### src/sv/key_debounce_long_press_top_assert.svh
// Assertion macros shared by the debouncer top level.
`ifndef KEY_DEBOUNCE_LONG_PRESS_TOP_ASSERT_SVH
`define KEY_DEBOUNCE_LONG_PRESS_TOP_ASSERT_SVH

`ifndef SYNTH
`define KDLP_ASSERT_SAME(label, ante, cons) \
   label: assert property (@(posedge clock) disable iff (reset) (ante) |-> (cons)) \
      else $error("assertion failed");
`define KDLP_ASSERT_NEXT(label, ante, cons) \
   label: assert property (@(posedge clock) disable iff (reset) (ante) |=> (cons)) \
      else $error("assertion failed");
`else
`define KDLP_ASSERT_SAME(label, ante, cons)
`define KDLP_ASSERT_NEXT(label, ante, cons)
`endif

`endif

### src/sv/kdlp_pkg.sv
`timescale 1ns / 1ps
package kdlp_pkg;

   localparam int NUM_KEYS    = 2;
   localparam int KEY_INDEX_W = 1;
   localparam int COUNT_W     = 16;
   localparam int CSR_INDEX_W = 2;
   localparam int CSR_DATA_W  = 16;

   localparam logic [COUNT_W-1:0] HOLD_MAX = 16'hffff;

   typedef enum logic [1:0] {
      EV_NONE    = 2'd0,
      EV_PRESS   = 2'd1,
      EV_LONG    = 2'd2,
      EV_RELEASE = 2'd3
   } ev_type;

   typedef enum logic [0:0] {
      KIND_SCAN  = 1'b0,
      KIND_CLEAR = 1'b1
   } kind_type;

   typedef enum logic [CSR_INDEX_W-1:0] {
      REG_ACTIVE_LEVEL = 2'd0,
      REG_DEBOUNCE     = 2'd1,
      REG_LONG_PRESS   = 2'd2,
      REG_UNUSED       = 2'd3
   } reg_index_type;

   typedef struct packed {
      kind_type                kind;
      logic [NUM_KEYS-1:0]     key_levels;
      logic [KEY_INDEX_W-1:0]  key_index;
   } req_type;

   typedef struct packed {
      logic [2*NUM_KEYS-1:0]   key_events;
      logic [NUM_KEYS-1:0]     key_confirmed;
   } rsp_type;

   typedef struct packed {
      logic                active_level;
      logic [COUNT_W-1:0]  debounce_ticks;
      logic [COUNT_W-1:0]  long_press_ticks;
   } cfg_type;

   typedef struct packed {
      ev_type  event_code;
      logic    confirmed;
   } lane_status_type;

endpackage

### src/sv/kdlp_lane.sv
`timescale 1ns / 1ps
module kdlp_lane (
   input  logic                      clock,
   input  logic                      reset,
   input  kdlp_pkg::cfg_type         cfg,
   input  logic                      scan_en,
   input  logic                      clear_en,
   input  logic                      level,
   output kdlp_pkg::lane_status_type status_next
);
   import kdlp_pkg::*;

   logic [COUNT_W-1:0] count_ff, count_in;
   logic               conf_ff, conf_in;
   logic               long_ff, long_in;
   ev_type             event_ff, event_in;
   logic [COUNT_W-1:0] count_inc;
   logic               pressed;

   assign pressed   = (level == cfg.active_level);
   assign count_inc = (count_ff != HOLD_MAX) ? count_ff + COUNT_W'(1) : count_ff;

   always_comb begin
      count_in = count_ff;
      conf_in  = conf_ff;
      long_in  = long_ff;
      event_in = event_ff;
      if (scan_en) begin
         if (pressed) begin
            count_in = count_inc;
            // On the confirm tick no long-press check is made.
            if (count_inc == cfg.debounce_ticks) begin
               conf_in = 1'b1;
            end else if (count_inc >= cfg.long_press_ticks && !long_ff) begin
               event_in = EV_LONG;
               long_in  = 1'b1;
            end
         end else begin
            if (conf_ff) begin
               if (count_ff >= cfg.debounce_ticks && count_ff < cfg.long_press_ticks) begin
                  event_in = EV_PRESS;
               end else if (long_ff) begin
                  event_in = EV_RELEASE;
               end
               conf_in = 1'b0;
            end
            count_in = '0;
            long_in  = 1'b0;
         end
      end else if (clear_en) begin
         event_in = EV_NONE;
      end
   end

   always_ff @(posedge clock) begin
      if (reset) begin
         count_ff <= '0;
         conf_ff  <= 1'b0;
         long_ff  <= 1'b0;
         event_ff <= EV_NONE;
      end else begin
         count_ff <= count_in;
         conf_ff  <= conf_in;
         long_ff  <= long_in;
         event_ff <= event_in;
      end
   end

   assign status_next.event_code = event_in;
   assign status_next.confirmed  = conf_in;

endmodule

### src/sv/kdlp_merge.sv
`timescale 1ns / 1ps
module kdlp_merge (
   input  logic                      clock,
   input  logic                      reset,
   input  logic                      push,
   input  kdlp_pkg::lane_status_type lane_status [kdlp_pkg::NUM_KEYS],
   output logic                      push_ready,
   output logic                      rsp_valid,
   input  logic                      rsp_ready,
   output kdlp_pkg::rsp_type         rsp_data
);
   import kdlp_pkg::*;

   rsp_type packed_rsp;
   rsp_type out_data_ff, out_data_in;
   rsp_type skid_data_ff, skid_data_in;
   logic    out_valid_ff, out_valid_in;
   logic    skid_valid_ff, skid_valid_in;
   logic    pop;

   always_comb begin
      packed_rsp = '0;
      for (int k = 0; k < NUM_KEYS; k++) begin
         packed_rsp.key_events[2*k +: 2] = lane_status[k].event_code;
         packed_rsp.key_confirmed[k]     = lane_status[k].confirmed;
      end
   end

   assign pop = out_valid_ff && rsp_ready;

   // The skid stage takes an item while the output register is still waiting.
   always_comb begin
      out_valid_in  = out_valid_ff;
      out_data_in   = out_data_ff;
      skid_valid_in = skid_valid_ff;
      skid_data_in  = skid_data_ff;
      if (!out_valid_ff || pop) begin
         if (skid_valid_ff) begin
            out_valid_in  = 1'b1;
            out_data_in   = skid_data_ff;
            skid_valid_in = 1'b0;
         end else begin
            out_valid_in = push;
            out_data_in  = packed_rsp;
         end
      end else if (push) begin
         skid_valid_in = 1'b1;
         skid_data_in  = packed_rsp;
      end
   end

   always_ff @(posedge clock) begin
      if (reset) begin
         out_valid_ff  <= 1'b0;
         skid_valid_ff <= 1'b0;
      end else begin
         out_valid_ff  <= out_valid_in;
         skid_valid_ff <= skid_valid_in;
      end
   end

   always_ff @(posedge clock) begin
      out_data_ff  <= out_data_in;
      skid_data_ff <= skid_data_in;
   end

   assign push_ready = !skid_valid_ff;
   assign rsp_valid  = out_valid_ff;
   assign rsp_data   = out_data_ff;

endmodule

### src/sv/key_debounce_long_press_top.sv
// A result is registered in the output stage, or in the skid stage while the output waits.
// Throughput: one item per cycle while the skid stage is empty; each key has its own lane.
// A two-deep output buffer lets an item enter while one result still waits.
// Reset (synchronous, active high) clears all key state, events and the output buffer,
// and restores the registers to active level 0, debounce 3 and long press 100.
`timescale 1ns / 1ps
`include "key_debounce_long_press_top_assert.svh"
module key_debounce_long_press_top (
   input  logic                                 clock,
   input  logic                                 reset,
   input  logic                                 req_valid,
   output logic                                 req_ready,
   input  kdlp_pkg::req_type                    req_data,
   output logic                                 rsp_valid,
   input  logic                                 rsp_ready,
   output kdlp_pkg::rsp_type                    rsp_data,
   input  logic                                 csr_wr_en,
   input  logic [kdlp_pkg::CSR_INDEX_W-1:0]     csr_index,
   input  logic [kdlp_pkg::CSR_DATA_W-1:0]      csr_wdata
);
   import kdlp_pkg::*;

   cfg_type         cfg_ff, cfg_in;
   logic            accept;
   logic            scan_en;
   logic            clear_en;
   lane_status_type lane_status [NUM_KEYS];

   always_comb begin
      cfg_in = cfg_ff;
      if (csr_wr_en) begin
         unique case (reg_index_type'(csr_index))
            REG_ACTIVE_LEVEL: cfg_in.active_level     = csr_wdata[0];
            REG_DEBOUNCE:     cfg_in.debounce_ticks   = csr_wdata[COUNT_W-1:0];
            REG_LONG_PRESS:   cfg_in.long_press_ticks = csr_wdata[COUNT_W-1:0];
            default:          cfg_in = cfg_ff;
         endcase
      end
   end

   always_ff @(posedge clock) begin
      if (reset) begin
         cfg_ff.active_level     <= 1'b0;
         cfg_ff.debounce_ticks   <= COUNT_W'(3);
         cfg_ff.long_press_ticks <= COUNT_W'(100);
      end else begin
         cfg_ff <= cfg_in;
      end
   end

   assign accept   = req_valid && req_ready;
   assign scan_en  = accept && (req_data.kind == KIND_SCAN);
   assign clear_en = accept && (req_data.kind == KIND_CLEAR);

   for (genvar k = 0; k < NUM_KEYS; k++) begin : g_lane
      kdlp_lane u_lane (
         .clock       (clock),
         .reset       (reset),
         .cfg         (cfg_ff),
         .scan_en     (scan_en),
         .clear_en    (clear_en && (32'(req_data.key_index) == k)),
         .level       (req_data.key_levels[k]),
         .status_next (lane_status[k])
      );
   end

   kdlp_merge u_merge (
      .clock       (clock),
      .reset       (reset),
      .push        (accept),
      .lane_status (lane_status),
      .push_ready  (req_ready),
      .rsp_valid   (rsp_valid),
      .rsp_ready   (rsp_ready),
      .rsp_data    (rsp_data)
   );

   `KDLP_ASSERT_NEXT(a_accept_gives_result, accept, rsp_valid)
   `KDLP_ASSERT_SAME(a_stall_only_when_full, !req_ready, rsp_valid)
   `KDLP_ASSERT_NEXT(a_full_holds_until_taken, !req_ready && !rsp_ready, !req_ready)

endmodule

### config.mk
export PLATFORM = sky130hd
export DESIGN_NAME = key_debounce_long_press_top
export DESIGN_NICKNAME = d
export VERILOG_FILES = /design/src/sv/kdlp_pkg.sv /design/src/sv/kdlp_lane.sv /design/src/sv/kdlp_merge.sv /design/src/sv/key_debounce_long_press_top.sv
export VERILOG_INCLUDE_DIRS = /design/src /design/src/sv
export SDC_FILE = /design/constraint.sdc
export NUM_CORES = 1
export LEC_CHECK = 0
export ABC_AREA = 1
export BUFFER_PORTS_ARGS = -buffer_cell sky130_fd_sc_hd__buf_2
export CORE_AREA = 4 4 113 115
export DETAILED_ROUTE_END_ITERATION = 7
export DIE_AREA = 0 0 117 119
export PLACE_DENSITY = 0.8
export SKIP_LAST_GASP = 1
export SLEW_MARGIN = 15
export SYNTH_ARGS = -nofsm -noshare
export SYNTH_HDL_FRONTEND = slang
export SYNTH_SLANG_ARGS = --single-unit
### constraint.sdc
create_clock -name clock -period 3.15 [get_ports clock]
set_input_delay 0.315 -clock clock [delete_from_list [all_inputs] [get_ports clock]]
set_output_delay 0.315 -clock clock [all_outputs]
set_load 0.02 [all_outputs]
* After elaboration in Yosys (flattened, before gate mapping) *
Index checks and enable logic that the tools add are counted.

storage, ports and cells
  flip-flop bits (word level) = 87

operators by class
  add/sub/neg operators = 2
  magnitude comparators = 6
  equal/unequal tests = 12
  multiplexer cells = 34
  bitwise gates (word level) = 3
  reductions and logical operators = 23

operators with widths
  kind                     number
  $ge A16 B16 Y1           4
  $mux W16                 4
  $add A16 B1 Y16 const B  2
  $eq A16 B16 Y1           2
  $lt A16 B16 Y1           2
  $mux W2                  16
  $ne A16 B16 Y1 const B   2
  $mux W1                  13
  $logic_and A1 B1 Y1      10
  $ne A2 B2 Y1 const B     4
  $reduce_and A2 Y1        4
  $mux W6                  1
  $reduce_and A3 Y1        2
  $logic_not A1 Y1         4
  $not A1 Y1               3
  $eq A1 B1 Y1             2
  $eq A2 B1 Y1 const B     1
  $eq A2 B2 Y1 const B     1
  $logic_not A2 Y1         1
  $reduce_or A2 Y1         1
  $logic_or A1 B1 Y1       1

* Longest topological paths before layout *
Gate-level depths: netlist (run 1).

  depth in word-level cells = 9
  gate-level depth with buffers = 27
  depth with buffers taken out = 26

* Modules after synthesis *
Synthesis (run 1) repeated with hierarchy kept, for this count alone.

unflattened totals
  cell total of the unflattened synthesis = 1212
  area, all modules = 7647.3 um2

modules (own cells, without submodules)
  module                        instances  cells each  area each (um2)
  kdlp_lane (g_lane[1].u_lane)  1          477         2911.5
  kdlp_lane (g_lane[0].u_lane)  1          477         2844.0
  key_debounce_long_press_top   1          214         1368.8
  kdlp_merge                    1          44          523.0

* Worst setup path after synthesis (run 1) *
No wires, ideal clock.

  kind = register to register
  start point = register g_lane[1].u_lane.count_ff[1]
  end point = register u_merge.out_data_ff (netlist bit u_merge.rsp_data[4]) (data pin)
  library setup time = 0.255 ns
  arrival time = 2.492 ns
  required time = 2.895 ns
  setup slack = 0.403 ns
  cell stages (with the launch flop) = 23
  path buffers = 0
  period minus slack after synthesis = 2.747 ns
  path through = dfxtp_1 -> ha_1 -> nand3_1 -> nor2_1 -> nand4_1 -> nand2_1 -> nand2_1 -> ha_1 -> nand2_1 -> inv_1 -> nand3_1 -> nor3_1 -> nand3_1 -> nand3_1 -> nand2_1 -> inv_1 -> nor2_1 -> nand2_1 -> nand3_1 -> nand2_1 -> nand2_2 -> nand2_1 -> nand2_1

between the ends
  word-level cells in the longest chain between the ends = 9
  elaborated cells between the ends (all ways) = 16

RTL lines
  what                                                      RTL line          RTL
  start: declaration                                        kdlp_lane.sv:13   logic [COUNT_W-1:0] count_ff, count_in;
  start signal: assignment                                  kdlp_lane.sv:62   count_ff <= count_in;
  $add A16 B1 Y16 / $ne A16 B16 Y1 (equally long branches)  kdlp_lane.sv:21   assign count_inc = (count_ff != HOLD_MAX) ? count_ff + COUNT_W'(1) : count_ff;
  $mux W16                                                  kdlp_lane.sv:21
  $ge A16 B16 Y1                                            kdlp_lane.sv:34   end else if (count_inc >= cfg.long_press_ticks && !long_ff) begin
  $logic_and A1 B1 Y1                                       kdlp_lane.sv:34
  $mux W2                                                   kdlp_lane.sv:34
  $mux W2                                                   kdlp_lane.sv:32   if (count_inc == cfg.debounce_ticks) begin
  $mux W2 *                                                 kdlp_lane.sv:29   if (pressed) begin
  $mux W2 *                                                 kdlp_lane.sv:28   if (scan_en) begin
  named net g_lane[1].u_lane.event_in[0]                    kdlp_lane.sv:16   ev_type event_ff, event_in;
  $mux W6 *                                                 kdlp_merge.sv:38  if (skid_valid_ff) begin
  end signal: assignment                                    kdlp_merge.sv:63  out_data_ff <= out_data_in;
  end: declaration                                          kdlp_merge.sv:15  rsp_type out_data_ff, out_data_in;

The timed path passes the listed nets; every way through them passes the cells marked *.
A chain may end at the register's enable or synchronous reset.

* Final worst setup path (run 1) *
  start point = register g_lane[0].u_lane.count_ff[0]
  end point = register u_merge.out_data_ff (netlist bit u_merge.rsp_data[3]) (data pin)

between the ends
  word-level cells in the longest chain between the ends = 9
  elaborated cells between the ends (all ways) = 16

RTL lines
  what                                                      RTL line
  start: declaration                                        kdlp_lane.sv:13
  start signal: assignment                                  kdlp_lane.sv:62
  $add A16 B1 Y16 / $ne A16 B16 Y1 (equally long branches)  kdlp_lane.sv:21
  $mux W16                                                  kdlp_lane.sv:21
  $ge A16 B16 Y1                                            kdlp_lane.sv:34
  $logic_and A1 B1 Y1                                       kdlp_lane.sv:34
  $mux W2                                                   kdlp_lane.sv:34
  $mux W2                                                   kdlp_lane.sv:32
  $mux W2 *                                                 kdlp_lane.sv:29
  $mux W2 *                                                 kdlp_lane.sv:28
  named net g_lane[0].u_lane.event_in[1]                    kdlp_lane.sv:16
  $mux W6 *                                                 kdlp_merge.sv:38

Marks and branches as above.

==> results of run 1 <==
-- worst max path at each step --
stage,startpoint,to,slack (ns)
after floorplan,g_lane[1].u_lane.count_ff[1],u_merge.rsp_data[4],0.40
after global placement,g_lane[1].u_lane.count_ff[0],u_merge.rsp_data[4],0.02
after detailed placement,g_lane[1].u_lane.count_ff[0],u_merge.rsp_data[4],0.02
after CTS,g_lane[1].u_lane.count_ff[0],u_merge.rsp_data[4],0.001
after global routing,g_lane[1].u_lane.count_ff[0],u_merge.rsp_data[5],-0.07
final,g_lane[0].u_lane.count_ff[0],u_merge.rsp_data[3],0.17
-- metal layers --
metal / track usage (%) / vias up
li1: - / 3784
met1: 41.9 / 3391
met2: 47.5 / 302
met3: 3.40 / 67
met4: 14.6 / 0
met5: 0 / -
-- metrics by stage --
| stage | power (uW) | TNS [ns] | hold slack, ns |
|---|---|---|---|
| CTS | 2690 | 0 | 0.206 |
| finish | 2710 | 0 | 0.205 |
| detailed placement | 1590 | 0 | 0.472 |
| global placement | 1580 | 0 | 0.470 |
| floorplan | 1470 | 0 | 0.445 |
| global route | 2820 | -0.138 | 0.219 |
-- final cells by class --
class / instances / area, um^2 / share of cell area (%)
Sequential cell: 87 / 1880 / 22.6
Tap cell: 147 / 184 / 2.22
Timing Repair Buffer: 74 / 474 / 5.71
Clock inverter: 4 / 53.8 / 0.648
Clock buffer: 12 / 256 / 3.09
Inverter: 131 / 494 / 5.96
Multi-Input combinational cell: 865 / 4960 / 59.8
-- tightest hold or removal path: cells and delay by family --
| family | cells | cell delay, ns |
|---|---|---|
| compound gates | 1 | 0.07 |
| buf+inv | 1 | 0.09 |
| simple gates | 1 | 0.05 |
-- logic make-up (layout without fill, tap and decap cells) --
family | Yosys count | in the layout
AND/OR/NAND/NOR | 565 | 565
flip-flops | 87 | 87
adder cells (fa/ha/maj) | 96 | 96
buffers and inverters | 155 | 221
XOR/XNOR | 17 | 17
AO/OA/AOI/OAI | 187 | 187
-- registers in the layout (all words and copies together) (netlist names) --
name and flops:
u_merge.rsp_data 6, g_lane.u_lane.count_ff 32, u_merge.skid_valid_ff 1, g_lane.u_lane.event_ff 4, g_lane.u_lane.long_ff 2, u_merge.skid_data_ff 6, g_lane.u_lane.conf_ff 2, cfg_ff 33
u_merge.rsp_valid 1
-- cell usage in the layout, fill, tap and decap left out, drive strengths merged --
master / count
buf: 74
a21oi: 117
xnor2: 6
o21bai: 3
ha: 96
a31oi: 2
edfxtp: 12
a211oi: 2
clkbuf: 12
nand3b: 2
o21ai: 53
clkinvlp: 2
nor2: 85
o21a: 1
o311ai: 1
bufinv: 1
clkinv: 4
xor2: 11
nand4: 17
o211ai: 7
nor3: 16
inv: 128
nand2: 355
dfxtp: 75
a21o: 1
nor4: 3
nand3: 87
-- power breakdown --
| group | switching, uW | total [uW] | internal, uW |
|---|---|---|---|
| registers | 23.0 | 1180 | 1150 |
| clock network | 465 | 1120 | 660 |
| logic | 276 | 411 | 135 |
| total | 764 | 2710 | 1950 |
-- timing repair --
action,4_1_cts,5_1_grt
endpoints found under the setup margin,0,14
gates resized for setup,0,47
buffers inserted,0,5
==> results.ini, run 1 <==
[status]
outcome = finished clean

[clock_network]
h-tree-depth = 3
hold_buffers = 0
numCtsBuffers = 9
clk_latency_ns = 0.35
cts.path.max_buffers = 2
path_clk_slew_ns = 0.06
cts_tree = built
cts-root-buf = clkbuf_16
cts_sinks = 87

[synthesis]
synthArstFlopShare_pct = 0
synth_warnings = 0
synthMuxAreaShare_pct = 0
synth_area_leaders = dfxtp_1 21%, nand2_1 17%, ha_1 16%
synth_top_area_cell = dfxtp_1
seq_area_frac_synth_pct = 25.5
syn_nets = 1230
syn_area_per_cell_um2 = 6.58
synth_cell_types = 39
synth.top_cell.area_share_pct = 20.6
synth_seq_cells = 87
synth-simple-area-share_pct = 34.0
synth-compound-area-share_pct = 13.5
ys_top_cells_by_count = 336 x nand2_1, 125 x inv_1, 117 x a21oi_1, 96 x ha_1, 78 x nand3_1
synth-edff-count = 12
synthesis.area_um2 = 7290
synth_xor_area_share_pct = 2.04
synth_top_family_by_area = simple AND/OR/NAND/NOR gates
syn_inst = 1107
synth_ff_type = dfxtp_1
synth_adder_area_share_pct = 16.5
yosysMostFrequentCell = nand2_1

[worst_setup_path]
r2r_slack_ns = 0.17
crit_type = flip-flop to flip-flop
r2r_start = g_lane[0].u_lane.count_ff[0]
critPathRequiredTime_ns = 3.26
crit_top_cell = nand2_1
critPathBufInv = 2
critPathCaptureType = flip-flop
arrival_ns = 3.09
critical_path_depth = 22
reg2reg_depth = 22
cpLargestDelayFamily = simple AND/OR/NAND/NOR gates
path_max_fanout = 5
max_stage_delay_ns = 0.35
worstSetupStartpointType = flip-flop
path_cells = ha_4 -> nand3_4 -> nor2_4 -> nand2_2 -> nor2_2 -> nand2_2 -> nand3_1 -> ha_1 -> nand2_1 -> inv_1 -> nand3_1 -> inv_1 -> a21oi_1 -> nand3_1 -> nand2_1 -> nand2_1 -> nand2_1 -> nand2_1 -> nand2_1 -> nand2_2 -> nand2_1 -> nand2_1
regToRegEndpoint = u_merge.rsp_data[3]
crit_slowest_cell = dfxtp_2

[sta]
clock.fmax_mhz = 335
worst_pin_slew_ns = 0.857
hold_viol = 0
maxSlewHeadroom_pct = 42.8
finalSetupViolCount = 0
fin_skew_ns = 0.00573
min_period_over_period_pct = 94.7
maxSlewViolCount = 0
fin_crit_ns = 2.98
timing.final.ws_setup_ns = 0.167
grt_setup_unrepaired = yes

[global_route]
grt_pass1_wl_um = 33500
grt_max_degree = 42
grt_antenna_before_repair = 0
grt-ovfl-total = 0
track_usage_pct = 30.6
grt_pass1_vias = 6788

[routing]
vias_per_cell = 5.72
drtPass1Iterations = 5
drc = 0
wl_per_cell_um = 16.1
drtIter0Drc = 670
routed.top_layer = met4
wirelength_um = 21200
postRouteAntennaNets = 0
wl_met2_um = 9620
wl_met1_um = 9050
vias = 7544
met3_length_um = 1670

[power]
p_per_area_nw_per_um2 = 327
p_leak_uw = 0.00409
worst_ir_drop_vdd_uv = 240

[floorplan]
io_pins = 35
core_area_um2 = 11800
floorplan.rows = 40
die_x_um = 117
start_util_pct = 61.7
die-height_um = 119
die_area_um2 = 13900

[worst_hold_path]
hold_path.class = input port to flip-flop
hold_depth = 3
worstHoldStart = csr_wdata[1]
hold_path_end = cfg_ff[17]

[place]
hpwlAfterDp_um = 16400
dp_slack_ns = 0.0233
place_area_um2 = 7780
place_congestion = 0.947
dpl.cell_count = 1299
port_buffers = 34

[finish]
nFillCells = 1023
drive_gt1_share_pct = 14.4
diodes = 0
fin_cells = 1320
final_util_pct = 70.3
final_nets = 1291
stdcell_area_um2 = 8300
area_growth_syn_to_layout_pct = 13.9

[flow_run]
drv_cap = 0

(Power assumes the default switching activity.)
==> run 2, diff against run 1 <==
- CTS_BUF_LIST: default -> sky130_fd_sc_hd__clkbuf_16
==> results.ini, run 2 (synthesized netlist as in run 1, its figures left out) <==
[sta]
clock.fmax_mhz = 336
finalSetupViolCount = 0
grt_setup_unrepaired = yes
worst_pin_slew_ns = 0.859
fin_crit_ns = 2.98
hold_viol = 0
maxSlewViolCount = 0
maxSlewHeadroom_pct = 42.7
fin_skew_ns = 0.00849
timing.final.ws_setup_ns = 0.170
min_period_over_period_pct = 94.6

[routing]
drc = 0
postRouteAntennaNets = 0
drtIter0Drc = 698
wirelength_um = 21300
vias_per_cell = 5.71
vias = 7531
wl_per_cell_um = 16.1
drtPass1Iterations = 8

[worst_hold_path]
hold_path.class = input port to flip-flop
hold_depth = 3
hold_path_end = cfg_ff[17]
worstHoldStart = csr_wdata[1]

[global_route]
track_usage_pct = 30.5
grt-ovfl-total = 0
grt_pass1_wl_um = 33400
grt_max_degree = 42
grt_pass1_vias = 6772
grt_antenna_before_repair = 0

[worst_setup_path]
arrival_ns = 3.09
critPathCaptureType = flip-flop
regToRegEndpoint = u_merge.rsp_data[3]
worstSetupStartpointType = flip-flop
crit_type = flip-flop to flip-flop
r2r_slack_ns = 0.17
startpoint = g_lane[0].u_lane.count_ff[0]
r2r_start = g_lane[0].u_lane.count_ff[0]
reg2reg_depth = 22
path_max_fanout = 5
critPathRequiredTime_ns = 3.26

[floorplan]
io_pins = 35
die_area_um2 = 13900
start_util_pct = 61.7
core_area_um2 = 11800
floorplan.rows = 40
die-height_um = 119
die_x_um = 117

[finish]
top_register = cfg_ff
diodes = 0
reg_top3 = cfg_ff: 33 flops, g_lane.u_lane.count_ff: 32 flops
largest_register_ffs = 33
layout_commonest_cell = nand2_1
final_util_pct = 70.1
final_cell_mix = 333 x nand2_1, 126 x inv_1, 116 x a21oi_1
drive_gt1_share_pct = 14.2
nFillCells = 1026
area_growth_syn_to_layout_pct = 13.6
final_nets = 1291

[place]
hpwlAfterDp_um = 16400
port_buffers = 34
place_congestion = 0.947
dp_slack_ns = 0.0233

[clock_network]
cts.path.max_buffers = 2
cts_tree = built
clk_latency_ns = 0.35
cts_sinks = 87
hold_buffers = 0
h-tree-depth = 3
path_clk_slew_ns = 0.07
cts-root-buf = clkbuf_16
numCtsBuffers = 9

[flow_run]
drv_cap = 0

[power]
p_per_area_nw_per_um2 = 322
p_leak_uw = 0.00408
worst_ir_drop_vdd_uv = 239

[status]
outcome = finished clean

[run 2: worst max-delay path by stage]
stage | end | slack (ns) | cells after the start
after floorplan | u_merge.rsp_data[4] | 0.40 | 22
after CTS | u_merge.rsp_data[4] | 0.06 | 24
after detailed placement | u_merge.rsp_data[4] | 0.02 | 24
after global placement | u_merge.rsp_data[4] | 0.02 | 24
final | u_merge.rsp_data[3] | 0.17 | 22
after global routing | u_merge.rsp_data[5] | -0.07 | 24
[run 2: critical path: stages (launching register included)]
cell     delay, ns
dfxtp_2       0.35
ha_4          0.15
nand3_4       0.11
nor2_4        0.18
nand2_2       0.11
nor2_2        0.16
nand2_2       0.11
nand3_1       0.17
ha_1          0.26
nand2_1       0.08
inv_1         0.04
nand3_1       0.13
inv_1         0.06
a21oi_1       0.15
nand3_1       0.15
nand2_1       0.10
nand2_1       0.06
nand2_1       0.06
nand2_1       0.06
nand2_1       0.09
nand2_2       0.05
nand2_1       0.05
nand2_1       0.05
[run 2: layout make-up]
| cell class | count | area (um^2) | share of cell area (%) |
|---|---|---|---|
| clock buffers | 9 | 225 | 2.72 |
| inverters | 131 | 494 | 5.97 |
| flip-flops and latches | 87 | 1880 | 22.7 |
| clock inverters | 7 | 65.1 | 0.786 |
| repair buffers | 74 | 474 | 5.73 |
| well taps | 147 | 184 | 2.22 |
| multi-input cells | 865 | 4960 | 59.9 |
[run 2: stage by stage]
stage                     TNS, ns  hold WS, ns  total power [uW]  cells  cell area (um^2)
final                           0        0.204              2660   1320              8280
after global routing       -0.139        0.220              2760   1320              8280
after CTS                       0        0.207              2640   1315              8070
after detailed placement        0        0.472              1590   1299              7780
after global placement          0        0.470              1580   1299              7780
after floorplan                 0        0.445              1470   1107              7290
[run 2: routing by layer]
| metal | share of wire [%] | track usage (%) | vias to the layer above |
|---|---|---|---|
| met2 | 45 | 47.5 | 320 |
| met3 | 7.8 | 3.40 | 57 |
| met5 | 0 | 0 | - |
| li1 | - | - | 3783 |
| met1 | 43 | 41.8 | 3371 |
| met4 | 3.9 | 14.5 | 0 |
[run 2: report_power, final]
part           internal, uW  switching [uW]  total [uW]
sequential             1150            22.7        1180
clock                   608             465        1070
combinational           135             277         412
total                  1900             764        2660
[run 2: timing repair]
action,CTS,global route
pin swaps,0,6
buffers inserted,0,5
gates resized for setup,1,46
endpoints found under the setup margin,1,13
==> run 3, diff against run 2 <==
- RECOVER_POWER: default -> 100
- clock period: 3.15 -> 3.4 ns (I/O delays scaled with it)
==> results.ini, run 3 (synthesized netlist as in run 1, its figures left out) <==
[status]
outcome = finished clean

[finish]
final_cell_mix = 337 x nand2_1, 125 x inv_1, 117 x a21oi_1
area_growth_syn_to_layout_pct = 9.82
reg_top3 = cfg_ff: 33 flops, g_lane.u_lane.count_ff: 32 flops
drive_gt1_share_pct = 10.2
diodes = 0
layout_commonest_cell = nand2_1
nFillCells = 1101
top_register = cfg_ff
largest_register_ffs = 33
final_nets = 1275
stdcell_area_um2 = 8010

[sta]
setup_tns_ns = 0
timing.hold.ws_ns = 0.210
maxSlewHeadroom_pct = 31.1
maxSlewViolCount = 0
fin_crit_ns = 3.13
worst_pin_slew_ns = 1.03
clock.fmax_mhz = 319
min_period_over_period_pct = 92.1
finalSetupViolCount = 0
fin_skew_ns = 0.00816
hold_viol = 0

[clock_network]
cts-root-buf = clkbuf_16
cts_sinks = 87
numCtsBuffers = 9
h-tree-depth = 3
clk_latency_ns = 0.36
cts.path.max_buffers = 2
path_clk_slew_ns = 0.07
hold_buffers = 0
cts_tree = built

[routing]
drc = 0
vias_per_cell = 5.86
drtIter0Drc = 733
drtPass1Iterations = 5
postRouteAntennaNets = 0
vias = 7638
wirelength_um = 21800
wl_per_cell_um = 16.7

[global_route]
grt_antenna_before_repair = 0
busiest_layer = met2
use_met1_pct = 42.9
grt_pass1_vias = 6845
grt_max_degree = 43
track_usage_pct = 31.7
met3_usage_pct = 4.22
global_route.usage.met2_pct = 48.9
grt-ovfl-total = 0
grt_pass1_wl_um = 34500

[worst_setup_path]
worstSetupStartpointType = flip-flop
crit_type = flip-flop to flip-flop
critPathRequiredTime_ns = 3.52
critPathCaptureType = flip-flop
path_max_fanout = 6
arrival_ns = 3.25

[power]
p_leak_uw = 0.00392
p_per_area_nw_per_um2 = 304
worst_ir_drop_vdd_uv = 217

[floorplan]
io_pins = 35
die_x_um = 117
core_area_um2 = 11800
die_area_um2 = 13900
die-height_um = 119
floorplan.rows = 40
start_util_pct = 61.7

[place]
place_area_um2 = 7670
hpwlAfterDp_um = 16800
place_congestion = 0.997
port_buffers = 34

[worst_hold_path]
hold_path.class = input port to flip-flop

[flow_run]
drv_cap = 0

==> run 3: area by class of cell <==
class / instances / area, um^2 / area share, %
tap: 147 / 184 / 2.30
clock inverter: 7 / 53.8 / 0.672
timing repair buffer: 58 / 334 / 4.17
multi-input combinational: 865 / 4850 / 60.6
inverter: 131 / 492 / 6.14
sequential: 87 / 1870 / 23.3
clock buffer: 9 / 225 / 2.81
==> run 3: worst paths after layout <==
check                                                   from                  endpoint  slack (ns)  cells after the start
worst max-delay path            g_lane[0].u_lane.count_ff[2]       u_merge.rsp_data[2]        0.27                     19
worst min-delay path                            csr_wdata[5]                 cfg_ff[5]        0.21                      3
worst max register to register  g_lane[0].u_lane.count_ff[2]       u_merge.rsp_data[2]        0.27                     19
worst min register to register      g_lane[1].u_lane.long_ff  g_lane[1].u_lane.long_ff        0.50                      2
==> run 3: per-stage QoR <==
stage / util (%) / setup WS (ns) / total power, uW / cells
6_report: 67.8 / 0.269 / 2430 / 1304
4_1_cts: 67.3 / 0.153 / 2430 / 1300
5_1_grt: 67.8 / -0.00186 / 2530 / 1304
3_3_place_gp: 64.9 / 0.299 / 1470 / 1284
2_1_floorplan: - / 0.653 / 1360 / 1107
3_5_place_dp: 64.9 / 0.217 / 1480 / 1284
==> run 3: timing repair <==
item / CTS / global route
gates resized for setup: 0 / 14
endpoints found under the hold margin: 0 / 0
setup endpoints to repair: 0 / 9
buffers inserted: 0 / 4
==> run 3: metal layers <==
layer / up-vias / share of wire [%]
met3: 74 / 7.6
met2: 338 / 45
met1: 3474 / 43
li1: 3752 / -
met4: 0 / 4.3
met5: - / 0
==> run 3: power by group <==
| part | switching (uW) | internal [uW] |
|---|---|---|
| Sequential | 23.1 | 1070 |
| Combinational | 255 | 116 |
| Clock | 466 | 505 |
| Total | 744 | 1690 |
==> run 3: worst max-delay path, cell delays in order, from the launching register on <==
cell      delay, ns
dfxtp_1        0.51
nand3_1        0.21
inv_1          0.11
nand2_1        0.09
xor2_1         0.28
nand2_1        0.17
ha_1           0.33
nand2_1        0.09
nor2_1         0.25
nand2_1        0.10
o211ai_1       0.14
nand2_1        0.09
nand3_1        0.09
nand2_1        0.07
inv_1          0.08
nand2_2        0.06
nand2_2        0.07
nand2_2        0.05
nand2_1        0.06
nand2_1        0.05
